**config.mk**
```make
export PLATFORM = sky130hd
export DESIGN_NAME = ulbp_out_fifo_flat
export DESIGN_NICKNAME = d
export VERILOG_FILES = /design/src/rtl/core/ulbp_pkg.sv /design/src/rtl/core/ulbp_res_if.sv /design/src/rtl/core/ulbp_out_fifo.sv /design/src/flat_wrapper.sv
export SDC_FILE = /design/constraint.sdc
export NUM_CORES = 1
export LEC_CHECK = 0
export ABC_AREA = 0
export CORE_ASPECT_RATIO = 1.1
export CORE_MARGIN = 2
export CORE_UTILIZATION = 35
export CTS_BUF_LIST = sky130_fd_sc_hd__clkbuf_4
export CTS_CLUSTER_DIAMETER = 120
export DETAILED_ROUTE_END_ITERATION = 12
export DONT_BUFFER_PORTS = 1
export PLACE_DENSITY_LB_ADDON = 0.05
export SETUP_SLACK_MARGIN = 0.4
export SYNTH_ARGS = -nofsm -noshare
export SYNTH_HDL_FRONTEND = slang
export SYNTH_SLANG_ARGS = --single-unit
export TNS_END_PERCENT = 1
```
**constraint.sdc**
```tcl
create_clock -name clk -period 5.2 [get_ports clk]
set_input_delay 0.52 -clock clk [delete_from_list [all_inputs] [get_ports clk]]
set_output_delay 0.52 -clock clk [all_outputs]
set_load 0.02 [all_outputs]
```
**src/rtl/core/ulbp_pkg.sv**
```systemverilog
// ============================================================================
// ulbp_pkg: shared types, constants and functions of the uniform LBP labeller
// Widths, register codes, the result record and the uniform label table.
// ============================================================================
package ulbp_pkg;

  localparam int COL_W     = 12;
  localparam int MAX_WIDTH = 1 << COL_W;
  localparam int ROW_W     = 16;
  localparam int WID_W     = 13;
  localparam int PIX_W     = 8;
  localparam int LABEL_W   = 6;
  localparam int CODE_W    = 8;
  localparam int PADDR_W   = 3;
  localparam int PDATA_W   = 32;

  localparam logic [WID_W-1:0] WIDTH_RESET  = WID_W'(640);
  localparam logic [ROW_W-1:0] HEIGHT_RESET = ROW_W'(480);
  localparam logic [WID_W-1:0] WIDTH_MIN    = WID_W'(3);
  localparam logic [WID_W-1:0] WIDTH_MAX    = WID_W'(MAX_WIDTH);
  localparam logic [ROW_W-1:0] HEIGHT_MIN   = ROW_W'(3);

  localparam logic [LABEL_W-1:0] NONUNIFORM_LABEL = LABEL_W'(59);
  localparam logic [LABEL_W-1:0] BORDER_LABEL     = LABEL_W'(0);

  // Result queue.
  localparam int OUT_DEPTH = 8;
  localparam int OUT_PTR_W = $clog2(OUT_DEPTH);
  localparam int OUT_CNT_W = OUT_PTR_W + 1;

  typedef enum logic {
    REG_IMAGE_WIDTH  = 1'b0,
    REG_IMAGE_HEIGHT = 1'b1
  } reg_idx_t;

  // Window rows top to bottom, columns left to right.
  typedef logic [2:0][2:0][PIX_W-1:0] window_t;

  typedef struct packed {
    logic [WID_W-1:0] width;
    logic [ROW_W-1:0] height;
    logic             written;
  } cfg_t;

  typedef struct packed {
    logic              rd_en;
    logic [COL_W-1:0]  rd_addr;
    logic              wr_en;
    logic [COL_W-1:0]  wr_addr;
    logic [PIX_W-1:0]  wr_pixel;
  } lb_ctl_t;

  typedef struct packed {
    logic             emit1;
    logic [COL_W-1:0] col1;
    logic [ROW_W-1:0] row1;
    logic             interior;
    logic             emit2;
    logic [COL_W-1:0] col2;
    logic [ROW_W-1:0] row2;
    logic             eof;
  } pos_t;

  typedef struct packed {
    logic [COL_W-1:0]   out_col;
    logic [ROW_W-1:0]   out_row;
    logic [LABEL_W-1:0] label;
    logic               last_of_run;
    logic               end_of_frame;
  } res_t;

  typedef logic [LABEL_W-1:0] label_lut_t [1 << CODE_W];

  // Number of 0/1 changes going once round the circular code.
  function automatic logic [3:0] transitions(logic [CODE_W-1:0] code);
    return 4'($countones(code ^ {code[CODE_W-2:0], code[CODE_W-1]}));
  endfunction

  function automatic label_lut_t build_label_lut();
    label_lut_t lut;
    int         idx;
    idx = 0;
    for (int k = 0; k < (1 << CODE_W); k++) begin
      if (transitions(CODE_W'(k)) <= 4'd2) begin
        lut[k] = LABEL_W'(idx);
        idx++;
      end else begin
        lut[k] = NONUNIFORM_LABEL;
      end
    end
    return lut;
  endfunction

  localparam label_lut_t LABEL_LUT = build_label_lut();

  // Bit 0 is the top-left neighbour, then clockwise.
  function automatic logic [CODE_W-1:0] window_code(window_t w);
    logic [PIX_W-1:0] c;
    c = w[1][1];
    return {w[1][0] >= c, w[2][0] >= c, w[2][1] >= c, w[2][2] >= c,
            w[1][2] >= c, w[0][2] >= c, w[0][1] >= c, w[0][0] >= c};
  endfunction

endpackage

```
**src/rtl/core/ulbp_res_if.sv**
```systemverilog
// ============================================================================
// ulbp_res_if: label result channel
// Valid/ready channel carrying position, label and markers of one result.
// ============================================================================
interface ulbp_res_if;
  import ulbp_pkg::*;

  logic               valid;
  logic               ready;
  logic [COL_W-1:0]   out_col;
  logic [ROW_W-1:0]   out_row;
  logic [LABEL_W-1:0] label;
  logic               last_of_run;
  logic               end_of_frame;

  modport source (output valid, output out_col, output out_row, output label,
                  output last_of_run, output end_of_frame, input ready);
  modport sink   (input valid, input out_col, input out_row, input label,
                  input last_of_run, input end_of_frame, output ready);
endinterface

```
**src/rtl/core/ulbp_out_fifo.sv**
```systemverilog
// ============================================================================
// ulbp_out_fifo: result queue
// Small queue taking up to two results per cycle and giving one per handshake.
// ============================================================================
module ulbp_out_fifo (
  input  logic                              clk,
  input  logic                              rst,
  input  logic [1:0]                        push_n,
  input  ulbp_pkg::res_t                    push0,
  input  ulbp_pkg::res_t                    push1,
  output logic [ulbp_pkg::OUT_CNT_W-1:0]    count,
  ulbp_res_if.source                        res
);
  import ulbp_pkg::*;

  res_t                 q [OUT_DEPTH];
  logic [OUT_PTR_W-1:0] wr_ptr;
  logic [OUT_PTR_W-1:0] rd_ptr;
  logic [OUT_PTR_W-1:0] wr_ptr_1;
  logic                 pop;
  res_t                 head;

  assign wr_ptr_1 = wr_ptr + OUT_PTR_W'(1);
  assign pop      = res.valid && res.ready;
  assign head     = q[rd_ptr];

  assign res.valid        = (count != '0);
  assign res.out_col      = head.out_col;
  assign res.out_row      = head.out_row;
  assign res.label        = head.label;
  assign res.last_of_run  = head.last_of_run;
  assign res.end_of_frame = head.end_of_frame;

  always_ff @(posedge clk) begin
    if (push_n != 2'd0) begin
      q[wr_ptr] <= push0;
    end
    if (push_n == 2'd2) begin
      q[wr_ptr_1] <= push1;
    end
  end

  always_ff @(posedge clk) begin
    if (rst) begin
      wr_ptr <= '0;
      rd_ptr <= '0;
      count  <= '0;
    end else begin
      wr_ptr <= wr_ptr + OUT_PTR_W'(push_n);
      if (pop) begin
        rd_ptr <= rd_ptr + OUT_PTR_W'(1);
      end
      count <= count + OUT_CNT_W'(push_n) - OUT_CNT_W'(pop);
    end
  end

endmodule

```
**src/flat_wrapper.sv**
```systemverilog
// flat-port wrapper written by rule: the top's interface ports become plain ports
module ulbp_out_fifo_flat import ulbp_pkg::*;
  (clk, rst, push_n, push0, push1, count, res_valid, res_out_col, res_out_row, res_label, res_last_of_run, res_end_of_frame, res_ready);
  ulbp_res_if res_i ();
  input  logic clk;
  input  logic rst;
  input  logic [1:0] push_n;
  input  ulbp_pkg::res_t push0;
  input  ulbp_pkg::res_t push1;
  output logic [ulbp_pkg::OUT_CNT_W-1:0] count;
  output wire logic [$bits(res_i.valid)-1:0] res_valid;
  output wire logic [$bits(res_i.out_col)-1:0] res_out_col;
  output wire logic [$bits(res_i.out_row)-1:0] res_out_row;
  output wire logic [$bits(res_i.label)-1:0] res_label;
  output wire logic [$bits(res_i.last_of_run)-1:0] res_last_of_run;
  output wire logic [$bits(res_i.end_of_frame)-1:0] res_end_of_frame;
  input wire logic [$bits(res_i.ready)-1:0] res_ready;
  assign res_valid = res_i.valid;
  assign res_out_col = res_i.out_col;
  assign res_out_row = res_i.out_row;
  assign res_label = res_i.label;
  assign res_last_of_run = res_i.last_of_run;
  assign res_end_of_frame = res_i.end_of_frame;
  assign res_i.ready = res_ready;
  ulbp_out_fifo u_core (.clk(clk), .rst(rst), .push_n(push_n), .push0(push0), .push1(push1), .count(count), .res(res_i));
endmodule
```
==> impl_results.md <==
* Slew @ Worst Pin at 1316 ps
* Fmax at 274.2 MHz
* Share of the synthesized area in the top cell type at 0.5755
* Die W at 201.6 um
* Syn_nets at 909
* Minimum clock period at 3647 ps
* CTS resizes at 0
* Residual DRC at 0
* Pleak at 5.891 nW
* Fillers at 3,914
* H-tree depth at 3
* Distinct cell type count of the synthesized netlist at 38
* Synth Area in Compound Gates at 0.008326
* Post-Synth Adder-Cell Area at 0.009325
* CTS sink count at 301
* Routability congestion estimate at 0.7293
* Cell taking the most area after synthesis: edfxtp_1
* # hold bufs at CTS at 111
* Via count at 8,512
* Worst reg2reg endpoint: u_core.q[2][22]$_DFFE_PP_
* Number of synthesized register bits at 301
* FFs w/ async S/R, synth at 0
* Post-synth EDFFs at 288
* Worst Clk Skew at 34.00 ps
* DR vias/cell at 5.248
* Avg Cell Area, Syn at 18.28 um2
* First-pass GRT wire length at 62,350 um
* Wire length per cell at 26.25 um
* Row cnt at 79
* Core area at 42,310 um2
* PortBufs at 0
* Hold WC Path Type: in2reg
* Post-synth top cells: mux2_2 (324), edfxtp_1 (288), mux4_2 (72)
* Setup TNS at 0 ps
* Syn Inst Count at 822
* Proportion of synthesized area in mux cells at 0.3513
* Fin. Hold Viols at 0
* Max-slew violation count at 0
* Hold-critical path depth at 3
* Die height at 221.3 um
* Post-synth top flop: edfxtp_1
* Setup CP Type: reg2reg
* Clock buffer depth at 3
* Worst Path Required at 5730 ps
* Drt total wl at 42,580 um
* Post-Synthesis Cell Area at 15,030 um2
* Seq/Total Area, Yosys at 0.5928
* Footprint of the multi-input gates at 5924 um2
* R2R cell count at 6
* Die ar. at 44,610 um2
* Initial antenna violation count at 3
* Max Cap Viol at 0
* Xor/xnor share of the synthesized area at 0.003330
* Vias in the first global route at 9,513
* Hold Path Sink: u_core.count[3]$_SDFF_PP0_
* IO Pins at 118
* Int Pwr at 0.004746 W
* Total gr overflow at 0
* Hold Crit Start: rst
* NumNets Final at 1,079
* Global Route Usage Sum at 0.1934
* Largest family of logic cells by synthesized area: multiplexers
* Slew headroom at 0.1135
* RSZ-0062 raised after global routing: false
* Crit start category: flop
* Detailed placer's ending HPWL at 22,610 um
* Pin count of the biggest net entering global routing at 52
* Post-CTS Setup Inserts at 0
* Drt first-iter violations at 387
* Share of layout cells above drive strength 1 at 0.5465
* Clk pwr share at 0.334
* Arrival time worst endpoint at 4170 ps
* Initial DRT Pass Iterations at 4
* Reg2Reg Launch Point: u_core.wr_ptr[1]$_SDFF_PP0_
* Synth Area in Simple Gates at 0.01457
* Synth area leaders: edfxtp_1 (58%), mux2_2 (24%), mux4_2 (11%)
* Initial Util at 0.3552
* CP Capture Type: flop
* Later-pin clock latency in the skew report at 770 ps
* Most frequent cell after synthesis: mux2_2
* Reg clk slew, reported paths at 70 ps
* Flop2flop setup slack at 1550 ps
* Detail Route Antenna Nets at 0
* Final setup fails at 0
* Power Total at 0.006644 W
* Maximum VDD drop at 0.2033 mV
* Num CTS Buffers at 84
* Sw frac at 0.2856
* Root buf cell: clkbuf_4
* CTS tree: built
* Power per Cell Area at 370.1 nW/um2
* FF/Latch Area at 8917 um2
* Comb pwr share at 0.208
* CP Max Fanout at 19
* Synth warnings at 0
* Outcome: finished clean
* Net Sw Power at 0.001898 W
* Final Cycle Share at 0.7013
* P&R area growth vs syn at 19.45%
* Sequential cell fraction of total power at 0.458
==> flip-flops by register name (all words and copies together), names as in the netlist, named ones only <==
| register | cells |
|---|---|
| u_core.count | 4 |
| u_core.q | 288 |
| u_core.wr_ptr | 3 |
| u_core.rd_ptr | 3 |
==> power groups by stage <==
stage | clock network, W | logic, W | registers (W)
floorplan | 0 | 0.000992 | 0.00304
global placement | 0 | 0.00127 | 0.00309
detailed placement | 0 | 0.00128 | 0.00310
CTS | 0.00230 | 0.00142 | 0.00305
global route | 0.00243 | 0.00148 | 0.00307
finish | 0.00222 | 0.00138 | 0.00304
==> metrics by stage <==
step                instances  hold slack, ps  cell area (um2)  utilization  worst slack [ps]
floorplan                 822           470.4            15030            -              1328
global placement         1362           486.7            15750       0.3722              2176
detailed placement       1362           498.2            15750       0.3722              2087
CTS                      1621           54.37            17950       0.4243              1406
global route             1622           109.3            17950       0.4243              1361
finish                   1622           153.4            17950       0.4243              1553
==> cell usage in the layout (no fill, tap or decap), types with 3 or more instances in the layout <==
master / Yosys / final
o21ai_4: 0 / 4
mux4_2: 72 / 72
mux2_2: 324 / 324
nor2_1: 6 / 6
ha_1: 8 / 8
clkbuf_4: 0 / 128
clkinv_1: 0 / 15
inv_1: 9 / 9
edfxtp_1: 288 / 288
nand2_2: 4 / 4
nand2_1: 3 / 3
nand2b_1: 5 / 5
nor2b_1: 3 / 3
dfxtp_1: 13 / 10
a31o_2: 3 / 3
o21ai_0: 9 / 5
buf_4: 7 / 19
dlygate4sd3_1: 0 / 111
==> cells by family (layout without fill, tap and decap cells) <==
| family | after synthesis | count (layout) |
|---|---|---|
| mux | 397 | 397 |
| flops | 301 | 301 |
| buf+inv | 56 | 288 |
| simple gates | 34 | 34 |
| compound gates | 20 | 20 |
| fa+ha+maj | 10 | 10 |
| xor+xnor | 4 | 4 |
| other cells | 0 | 1 |
==> worst max-delay path, stage by stage, from the launching register on <==
cell           delay, ps
dfxtp_1              400
ha_1                 430
nand4b_1             420
nor2_4               700
buf_4                490
mux2_2               380
dlygate4sd3_1        560
==> worst max-delay path by stage <==
| stage | from | endpoint | depth (start not counted) |
|---|---|---|---|
| 3_3_place_gp | u_core.wr_ptr[1]$_SDFF_PP0_ | u_core.q[2][3]$_DFFE_PP_ | 5 |
| 6_report | u_core.wr_ptr[1]$_SDFF_PP0_ | u_core.q[2][22]$_DFFE_PP_ | 6 |
| 4_1_cts | flop | res_out_row[14] | 3 |
| 5_1_grt | flop | res_out_col[2] | 3 |
| 3_5_place_dp | u_core.wr_ptr[1]$_SDFF_PP0_ | u_core.q[6][34]$_DFFE_PP_ | 5 |
| 2_1_floorplan | push_n[1] | u_core.q[1][0]$_DFFE_PP_ | 2 |
==> metal layers <==
layer / share of wire / vias to the layer above / track usage
li1: - / 3771 / -
met2: 0.51 / 214 / 0.3360
met4: 0.021 / 4 / 0.06784
met3: 0.055 / 76 / 0.04816
met1: 0.41 / 4447 / 0.2332
met5: 0.00061 / - / 0
==> layout make-up <==
| class | count | area share |
|---|---|---|
| multi-input cells | 465 | 0.3300 |
| repair buffers | 131 | 0.07096 |
| diodes | 1 | 0.0001394 |
| inverters | 9 | 0.001882 |
| well taps | 567 | 0.03952 |
| flip-flops and latches | 301 | 0.4968 |
| clock inverters | 20 | 0.007179 |
| clock buffers | 128 | 0.05353 |
Power figures use the tool's default switching activity.
