--- src/rtl/core/ulbp_pkg.sv ---
// ============================================================================
// ulbp_pkg: shared types, constants and functions of the uniform LBP labeller
// Widths, register codes, the result record and the uniform label table.
// ============================================================================
package ulbp_pkg;

  localparam int COL_W     = 12;
  localparam int MAX_WIDTH = 1 << COL_W;
  localparam int ROW_W     = 16;
  localparam int WID_W     = 13;
  localparam int PIX_W     = 8;
  localparam int LABEL_W   = 6;
  localparam int CODE_W    = 8;
  localparam int PADDR_W   = 3;
  localparam int PDATA_W   = 32;

  localparam logic [WID_W-1:0] WIDTH_RESET  = WID_W'(640);
  localparam logic [ROW_W-1:0] HEIGHT_RESET = ROW_W'(480);
  localparam logic [WID_W-1:0] WIDTH_MIN    = WID_W'(3);
  localparam logic [WID_W-1:0] WIDTH_MAX    = WID_W'(MAX_WIDTH);
  localparam logic [ROW_W-1:0] HEIGHT_MIN   = ROW_W'(3);

  localparam logic [LABEL_W-1:0] NONUNIFORM_LABEL = LABEL_W'(59);
  localparam logic [LABEL_W-1:0] BORDER_LABEL     = LABEL_W'(0);

  // Result queue.
  localparam int OUT_DEPTH = 8;
  localparam int OUT_PTR_W = $clog2(OUT_DEPTH);
  localparam int OUT_CNT_W = OUT_PTR_W + 1;

  typedef enum logic {
    REG_IMAGE_WIDTH  = 1'b0,
    REG_IMAGE_HEIGHT = 1'b1
  } reg_idx_t;

  // Window rows top to bottom, columns left to right.
  typedef logic [2:0][2:0][PIX_W-1:0] window_t;

  typedef struct packed {
    logic [WID_W-1:0] width;
    logic [ROW_W-1:0] height;
    logic             written;
  } cfg_t;

  typedef struct packed {
    logic              rd_en;
    logic [COL_W-1:0]  rd_addr;
    logic              wr_en;
    logic [COL_W-1:0]  wr_addr;
    logic [PIX_W-1:0]  wr_pixel;
  } lb_ctl_t;

  typedef struct packed {
    logic             emit1;
    logic [COL_W-1:0] col1;
    logic [ROW_W-1:0] row1;
    logic             interior;
    logic             emit2;
    logic [COL_W-1:0] col2;
    logic [ROW_W-1:0] row2;
    logic             eof;
  } pos_t;

  typedef struct packed {
    logic [COL_W-1:0]   out_col;
    logic [ROW_W-1:0]   out_row;
    logic [LABEL_W-1:0] label;
    logic               last_of_run;
    logic               end_of_frame;
  } res_t;

  typedef logic [LABEL_W-1:0] label_lut_t [1 << CODE_W];

  // Number of 0/1 changes going once round the circular code.
  function automatic logic [3:0] transitions(logic [CODE_W-1:0] code);
    return 4'($countones(code ^ {code[CODE_W-2:0], code[CODE_W-1]}));
  endfunction

  function automatic label_lut_t build_label_lut();
    label_lut_t lut;
    int         idx;
    idx = 0;
    for (int k = 0; k < (1 << CODE_W); k++) begin
      if (transitions(CODE_W'(k)) <= 4'd2) begin
        lut[k] = LABEL_W'(idx);
        idx++;
      end else begin
        lut[k] = NONUNIFORM_LABEL;
      end
    end
    return lut;
  endfunction

  localparam label_lut_t LABEL_LUT = build_label_lut();

  // Bit 0 is the top-left neighbour, then clockwise.
  function automatic logic [CODE_W-1:0] window_code(window_t w);
    logic [PIX_W-1:0] c;
    c = w[1][1];
    return {w[1][0] >= c, w[2][0] >= c, w[2][1] >= c, w[2][2] >= c,
            w[1][2] >= c, w[0][2] >= c, w[0][1] >= c, w[0][0] >= c};
  endfunction

endpackage

--- src/rtl/core/ulbp_cfg.sv ---
// ============================================================================
// ulbp_cfg: configuration registers
// APB-style register file holding frame width and height, with clamping.
// ============================================================================
module ulbp_cfg (
  input  logic                     clk,
  input  logic                     rst,
  input  logic                     psel,
  input  logic                     penable,
  input  logic                     pwrite,
  input  logic [ulbp_pkg::PADDR_W-1:0] paddr,
  input  logic [ulbp_pkg::PDATA_W-1:0] pwdata,
  output logic [ulbp_pkg::PDATA_W-1:0] prdata,
  output logic                     pready,
  output ulbp_pkg::cfg_t           cfg
);
  import ulbp_pkg::*;

  logic [WID_W-1:0] width_reg;
  logic [ROW_W-1:0] height_reg;
  logic             wr;
  reg_idx_t         idx;

  assign pready = 1'b1;
  assign wr     = psel && penable && pwrite;
  assign idx    = reg_idx_t'(paddr[2]);

  always_ff @(posedge clk) begin
    if (rst) begin
      width_reg  <= WIDTH_RESET;
      height_reg <= HEIGHT_RESET;
    end else if (wr) begin
      unique case (idx)
        REG_IMAGE_WIDTH:  width_reg  <= pwdata[WID_W-1:0];
        REG_IMAGE_HEIGHT: height_reg <= pwdata[ROW_W-1:0];
        default:          ;
      endcase
    end
  end

  always_comb begin
    unique case (idx)
      REG_IMAGE_WIDTH:  prdata = PDATA_W'(width_reg);
      REG_IMAGE_HEIGHT: prdata = PDATA_W'(height_reg);
      default:          prdata = '0;
    endcase
  end

  // Out-of-range values are used clamped; the stored value reads back as written.
  always_comb begin
    if (width_reg < WIDTH_MIN) begin
      cfg.width = WIDTH_MIN;
    end else if (width_reg > WIDTH_MAX) begin
      cfg.width = WIDTH_MAX;
    end else begin
      cfg.width = width_reg;
    end
    cfg.height  = (height_reg < HEIGHT_MIN) ? HEIGHT_MIN : height_reg;
    cfg.written = wr;
  end

endmodule

--- config.mk ---
export PLATFORM = sky130hd
export DESIGN_NAME = ulbp_cfg
export DESIGN_NICKNAME = d
export VERILOG_FILES = /design/src/rtl/core/ulbp_pkg.sv /design/src/rtl/core/ulbp_cfg.sv
export SDC_FILE = /design/constraint.sdc
export NUM_CORES = 1
export LEC_CHECK = 0
export ABC_CLOCK_PERIOD_IN_PS = 1500
export BUFFER_PORTS_ARGS = -buffer_cell sky130_fd_sc_hd__buf_2
export CAP_MARGIN = 20
export CORE_MARGIN = 5
export CORE_UTILIZATION = 44
export DETAILED_ROUTE_END_ITERATION = 16
export GPL_TIMING_DRIVEN = 0
export PLACE_DENSITY = 0.86
export SYNTH_ARGS = -nofsm -noshare
export SYNTH_HDL_FRONTEND = slang
export SYNTH_SLANG_ARGS = --single-unit
export TNS_END_PERCENT = 5
--- constraint.sdc ---
create_clock -name clk -period 1.5 [get_ports clk]
set_input_delay 0.075 -clock clk [delete_from_list [all_inputs] [get_ports clk]]
set_output_delay 0.075 -clock clk [all_outputs]
set_load 0.1 [all_outputs]
==> out/qor.yml, run 1 <==
sta:
  tns_ps: -1410
  tightest_slew_ps: 569
  final_max_slew_viol_count: 0
  period_share_pct: 126
  max_slew_margin_pct: 62.1
  rsz0062_at_grt: "yes"
  setup_viol: 4
  fin_worst_skew_ps: 0
  period_minus_slack_ps: 1890
  hold_viol_final: 0
  fmax_ghz: 0.529
  fin_ws_ps: -389
route:
  drc_errors: 0
  wl_per_cell_um: 13.8
  dr.pass1.iters: 4
  vias: 1575
  vias_per_cell: 4.61
  ant_nets: 0
  wl_mm: 4.73
  drt_iter0_drc: 76
worst_hold_path:
  worstHoldStart: "pwdata[13]"
  hp-class: "in -> reg"
grt:
  gr-total-overflow: 0
  first_global_vias: 1565
  grt_pass1_wl_mm: 7.41
  grt_max_degree: 11
  antenna_found_initial: 0
  grt_use_total_pct: 18.4
worst_setup_path:
  slowest_stage: "or4_4"
  cp_top_family: "simple AND/OR/NAND/NOR gates"
  r2r_start: "height_reg[15]"
  worstPathMaxFanout: 3
  cp_data_arrival_time_ps: 1810
  cp-end-kind: "output port"
  worst-path-buf-inv: 1
  worst-setup-path-type: "reg -> out"
  worstPathCellList: "or4_4 -> o41ai_4 -> buf_6"
  crit_start: "height_reg[4]"
  critPathLaunchType: "flip-flop"
  cp_data_required_time_ps: 1420
  critPathMaxStageDelay_ps: 550
floorplan:
  ios: 103
  die_area_um2: 5380
  core-area_um2: 3940
  start_util_pct: 44.8
  die_w_um: 73.3
  num_rows: 23
  die_height_um: 73.3
layout:
  layout.cells.non_filler: 342
  diodes: 0
  syn_to_final_growth_pct: 42.9
  drive_gt1_share_pct: 44.2
  largest_register_ffs: 16
  fin_nets: 331
  finish.utilization_pct: 64.0
power:
  vdd_ir_drop_max_v: 0.000537
  finalPower_mw: 2.23
  leakagePower_nw: 1.21
  pwr_density_cell_nw_per_um2: 884
synthesis:
  synth_compound_area_share_pct: 2.55
  synth_area_leaders: "dfxtp_1, mux2i_1, nand2b_1"
  synth_mux_area_share_pct: 23.5
  synth-simple-area-share_pct: 26.3
  yosysSeqAreaShare_pct: 32.9
  synth_top_area_share_pct: 32.9
  synth_top_family_by_area: "simple AND/OR/NAND/NOR gates"
  synth_area_um2: 1770
  synthAdderAreaFrac_pct: 0
  synth_area_per_cell_um2: 8.83
  synth_warnings: 0
  synth_xor_area_share_pct: 0
  synthDistinctLibCells: 28
  syn_inst: 200
  ys_seq_elements: 29
  yosysTopAreaCell: "dfxtp_1"
clock_tree:
  cts_tree: "built"
  cts.path.max_buffers: 2
  hold_buffers: 0
  path_clk_slew_ps: 60
  cts_num_sinks: 29
  h-tree-depth: 2
  clockRootBuffer: "clkbuf_8"
  cts_buffers: 5
  clk_latency_ps: 280
run_status:
  violations: "setup timing"
  run_status: "finished, violations left"
flow_run:
  maxCapViolCount: 0
placed_design:
  io_buffers: 66
  hpwl_mm: 3.50
  gp_congestion: 0.825
  dp_cells: 331
  pre_cts_slack_ps: -331
timing repair:
action	CTS	global route
resized for setup	32	8
buffers inserted	1	2
setup endpoints to repair	13	10
pin swaps	7	3
final cells by class:
| cell class | count | area (um2) |
|---|---|---|
| plain buffers | 43 | 243 |
| clock buffers | 7 | 96.3 |
| clock inverters | 1 | 5.00 |
| fillers | 345 | 1420 |
| inverters | 4 | 15.0 |
| multi-input cells | 139 | 1080 |
| flip-flops and latches | 29 | 591 |
| well taps | 50 | 62.6 |
| repair buffers | 69 | 434 |
power breakdown:
group	internal (mW)	switching (mW)	leakage [nW]
clock network	0.414	0.304	0.0542
registers	0.788	0.0171	0.238
logic	0.162	0.545	0.917
total	1.36	0.866	1.21
cells in the final DEF (no fill, tap or decap), types with 4 or more instances in the layout:
master	instances
clkbuf_8	7
mux2_2	11
or4_4	5
conb_1	17
dfxtp_2	8
buf_4	27
inv_1	4
mux2i_1	29
nor2b_1	10
nand2b_1	37
buf_2	56
clkbuf_1	20
nor2_1	11
dfxtp_1	21
stage by stage:
step / area [um2] / hold WS (ps)
after detailed placement: 2290 / 345
after CTS: 2490 / 32.1
after floorplan: 1900 / 230
after global routing: 2520 / 39.8
after global placement: 2290 / 338
final: 2520 / 37.6
worst min-delay path, stage by stage:
cell      delay, ps
buf_2            90
nand2b_1         60
mux2i_1          60
cells in the mapped netlist (all sizes together):
| master | number |
|---|---|
| clkbuf | 21 |
| nor2b | 10 |
| inv | 4 |
| mux2i | 29 |
| or4 | 5 |
| nand2b | 37 |
| dlygate4sd3 | 1 |
| or2b | 1 |
| nand2 | 2 |
| and2 | 3 |
| and4b | 1 |
| nor2 | 11 |
| conb | 2 |
| o32ai | 2 |
| o41ai | 2 |
| nand4b | 1 |
| nand4 | 1 |
| and4 | 1 |
| buf | 21 |
| mux2 | 11 |
| or2 | 1 |
| and3 | 1 |
| dfxtp | 29 |
| o21ai | 2 |
| or3 | 1 |
kinds of logic (layout without fill, tap and decap cells):
logic type / Yosys count / in the layout
multiplexers: 40 / 40
buffers and inverters: 47 / 124
other: 2 / 17
flip-flops: 29 / 29
AND/OR/NAND/NOR: 76 / 76
AO/OA/AOI/OAI: 6 / 6
per-layer routing:
layer	vias to the layer above	wire length, um	GRT usage [%]	share of wire, %
met4	0	80	7.65	1.7
met2	65	2300	30.6	49
li1	801	-	-	-
met1	701	1960	21.8	41
met5	-	0	0	0
met3	8	391	5.88	8.3
path summary, 6_finish.rpt:
path                                        to  slack (ps)  cells after the start
worst max register to register  height_reg[15]         740                      2
worst min-delay path            height_reg[13]          40                      3
worst min register to register    width_reg[0]         470                      2
worst max-delay path                    cfg[2]        -390                      3
Note: power is estimated with default switching activity, not from simulation.
==> run 2: changes to the inputs <==
--- a/config.mk
+++ b/config.mk
@@ -5,14 +5,13 @@
 export SDC_FILE = /design/constraint.sdc
 export NUM_CORES = 1
 export LEC_CHECK = 0
-export ABC_CLOCK_PERIOD_IN_PS = 1500
+export ABC_CLOCK_PERIOD_IN_PS = 1700
 export BUFFER_PORTS_ARGS = -buffer_cell sky130_fd_sc_hd__buf_2
 export CAP_MARGIN = 20
 export CORE_MARGIN = 5
-export CORE_UTILIZATION = 44
+export CORE_UTILIZATION = 39
 export DETAILED_ROUTE_END_ITERATION = 16
-export GPL_TIMING_DRIVEN = 0
-export PLACE_DENSITY = 0.86
+export PLACE_DENSITY = 0.81
 export SYNTH_ARGS = -nofsm -noshare
 export SYNTH_HDL_FRONTEND = slang
 export SYNTH_SLANG_ARGS = --single-unit
==> constraint.sdc (replaced) <==
create_clock -name clk -period 1.7 [get_ports clk]
set_input_delay 0.085 -clock clk [delete_from_list [all_inputs] [get_ports clk]]
set_output_delay 0.085 -clock clk [all_outputs]
set_load 0.1 [all_outputs]
==> out/qor.yml, run 2 (same netlist as run 1, synthesis figures left out) <==
run_status:
  run_status: "finished, violations left"
  violations: "setup timing"
worst_hold_path:
  worstHoldStart: "pwdata[13]"
  hold_end: "height_reg[13]"
  holdPathStages: 3
  hp-class: "in -> reg"
sta:
  hold_viol_final: 0
  period_minus_slack_ps: 1890
  fin_ws_ps: -188
  tns_ps: -563
  timing.hold.ws_ps: 67.5
  fin_worst_skew_ps: 0
  rsz0062_at_grt: "yes"
  setup_viol: 4
  final_max_slew_viol_count: 0
  fmax_ghz: 0.530
  max_slew_margin_pct: 57.0
  tightest_slew_ps: 645
  period_share_pct: 111
clock_tree:
  cts.path.max_buffers: 2
  hold_buffers: 0
  clk_latency_ps: 270
  h-tree-depth: 2
  path_clk_slew_ps: 60
  cts_buffers: 5
  cts_tree: "built"
  cts_num_sinks: 29
  clockRootBuffer: "clkbuf_8"
worst_setup_path:
  r2r_start: "height_reg[15]"
  critPathLaunchType: "flip-flop"
  ff2ff_path_depth: 3
  cp_data_arrival_time_ps: 1800
  worst-setup-path-type: "reg -> out"
  ff2ff_setup_slack_ps: 860
  r2r_end: "height_reg[15]"
  worstPathMaxFanout: 4
  cp_data_required_time_ps: 1620
  cp-end-kind: "output port"
floorplan:
  die_area_um2: 5970
  num_rows: 24
  die_height_um: 77.3
  ios: 103
  start_util_pct: 40.3
  die_w_um: 77.3
  core-area_um2: 4380
layout:
  final_cell_mix: "buf_2, nand2b_1, mux2i_1"
  diodes: 0
  fillers: 432
  final_common_cell: "buf_2"
  largest_register_ffs: 16
  drive_gt1_share_pct: 42.0
  layout.cells.non_filler: 307
  fin_nets: 295
  syn_to_final_growth_pct: 30.5
  final_area_um2: 2300
flow_run:
  maxCapViolCount: 0
route:
  vias: 1465
  dr.pass1.iters: 6
  wl_per_cell_um: 14.1
  drc_errors: 0
  vias_per_cell: 4.77
  drt_iter0_drc: 52
  wl_mm: 4.31
  ant_nets: 0
grt:
  grt_use_total_pct: 14.4
  gr-total-overflow: 0
  antenna_found_initial: 0
  grt_pass1_wl_mm: 7.00
  first_global_vias: 1472
  grt_max_degree: 50
power:
  leakagePower_nw: 1.09
  finalPower_mw: 1.85
  pwr_density_cell_nw_per_um2: 803
  vdd_ir_drop_max_v: 0.000450
placed_design:
  dpl_cell_area_um2: 2180
  io_buffers: 67
  gp_congestion: 0.807
  hpwl_mm: 3.27
  dp_cells: 297
-- run 2: changes by cell type in the layout (fill, tap and decap cells not counted), sizes merged --
cell           before  now
clkdlybuf4s50       1    0
buf                89   76
clkbuf             29    7
clkinv              1    0
-- run 2: final cells by class --
class / instances / area, um2 / share of cell area [%]
Timing Repair Buffer: 76 / 478 / 20.7
Tap cell: 52 / 65.1 / 2.82
Sequential cell: 29 / 586 / 25.4
Multi-Input combinational cell: 139 / 1070 / 46.6
Inverter: 4 / 15.0 / 0.652
Clock buffer: 7 / 86.3 / 3.75
-- run 2: worst max-delay path by stage --
stage | startpoint | slack, ps | endpoint
3_3_place_gp | width_reg[10] | 70 | cfg[17]
3_5_place_dp | height_reg[15] | 60 | cfg[1]
2_1_floorplan | height_reg[15] | -430 | cfg[1]
5_1_grt | height_reg[15] | -220 | cfg[1]
6_report | height_reg[6] | -190 | cfg[1]
4_1_cts | height_reg[12] | -210 | cfg[1]
-- run 2: layer usage --
layer	GRT usage [%]	part of all wire, %
met1	17.5	44
met2	24.3	46
met3	3.75	8.8
met4	5.15	1.0
met5	0	0
-- run 2: through the flow --
step                utilization (%)  setup WS [ps]
floorplan                         -           -433
finish                         52.5           -188
global route                   52.5           -221
CTS                            52.3           -207
global placement               49.8           71.2
detailed placement             49.8           60.5
-- run 2: critical path, cell delays in order, from the launching register on --
cell and delay (ps):
dfxtp_1 330, or4_1 650, o41ai_4 320, buf_12 220
-- run 2: power by group --
| group | switching (mW) | internal, mW |
|---|---|---|
| clock | 0.238 | 0.320 |
| combinational | 0.472 | 0.110 |
| sequential | 0.0125 | 0.696 |
-- run 2: repair_timing --
| item | in CTS | in global routing |
|---|---|---|
| cloned | 0 | 0 |
| resized for setup | 4 | 2 |
| pin swaps | 6 | 4 |
| endpoints found under the setup margin | 4 | 4 |
| buffers inserted | 2 | 1 |
| hold endpoints to repair | 0 | 0 |
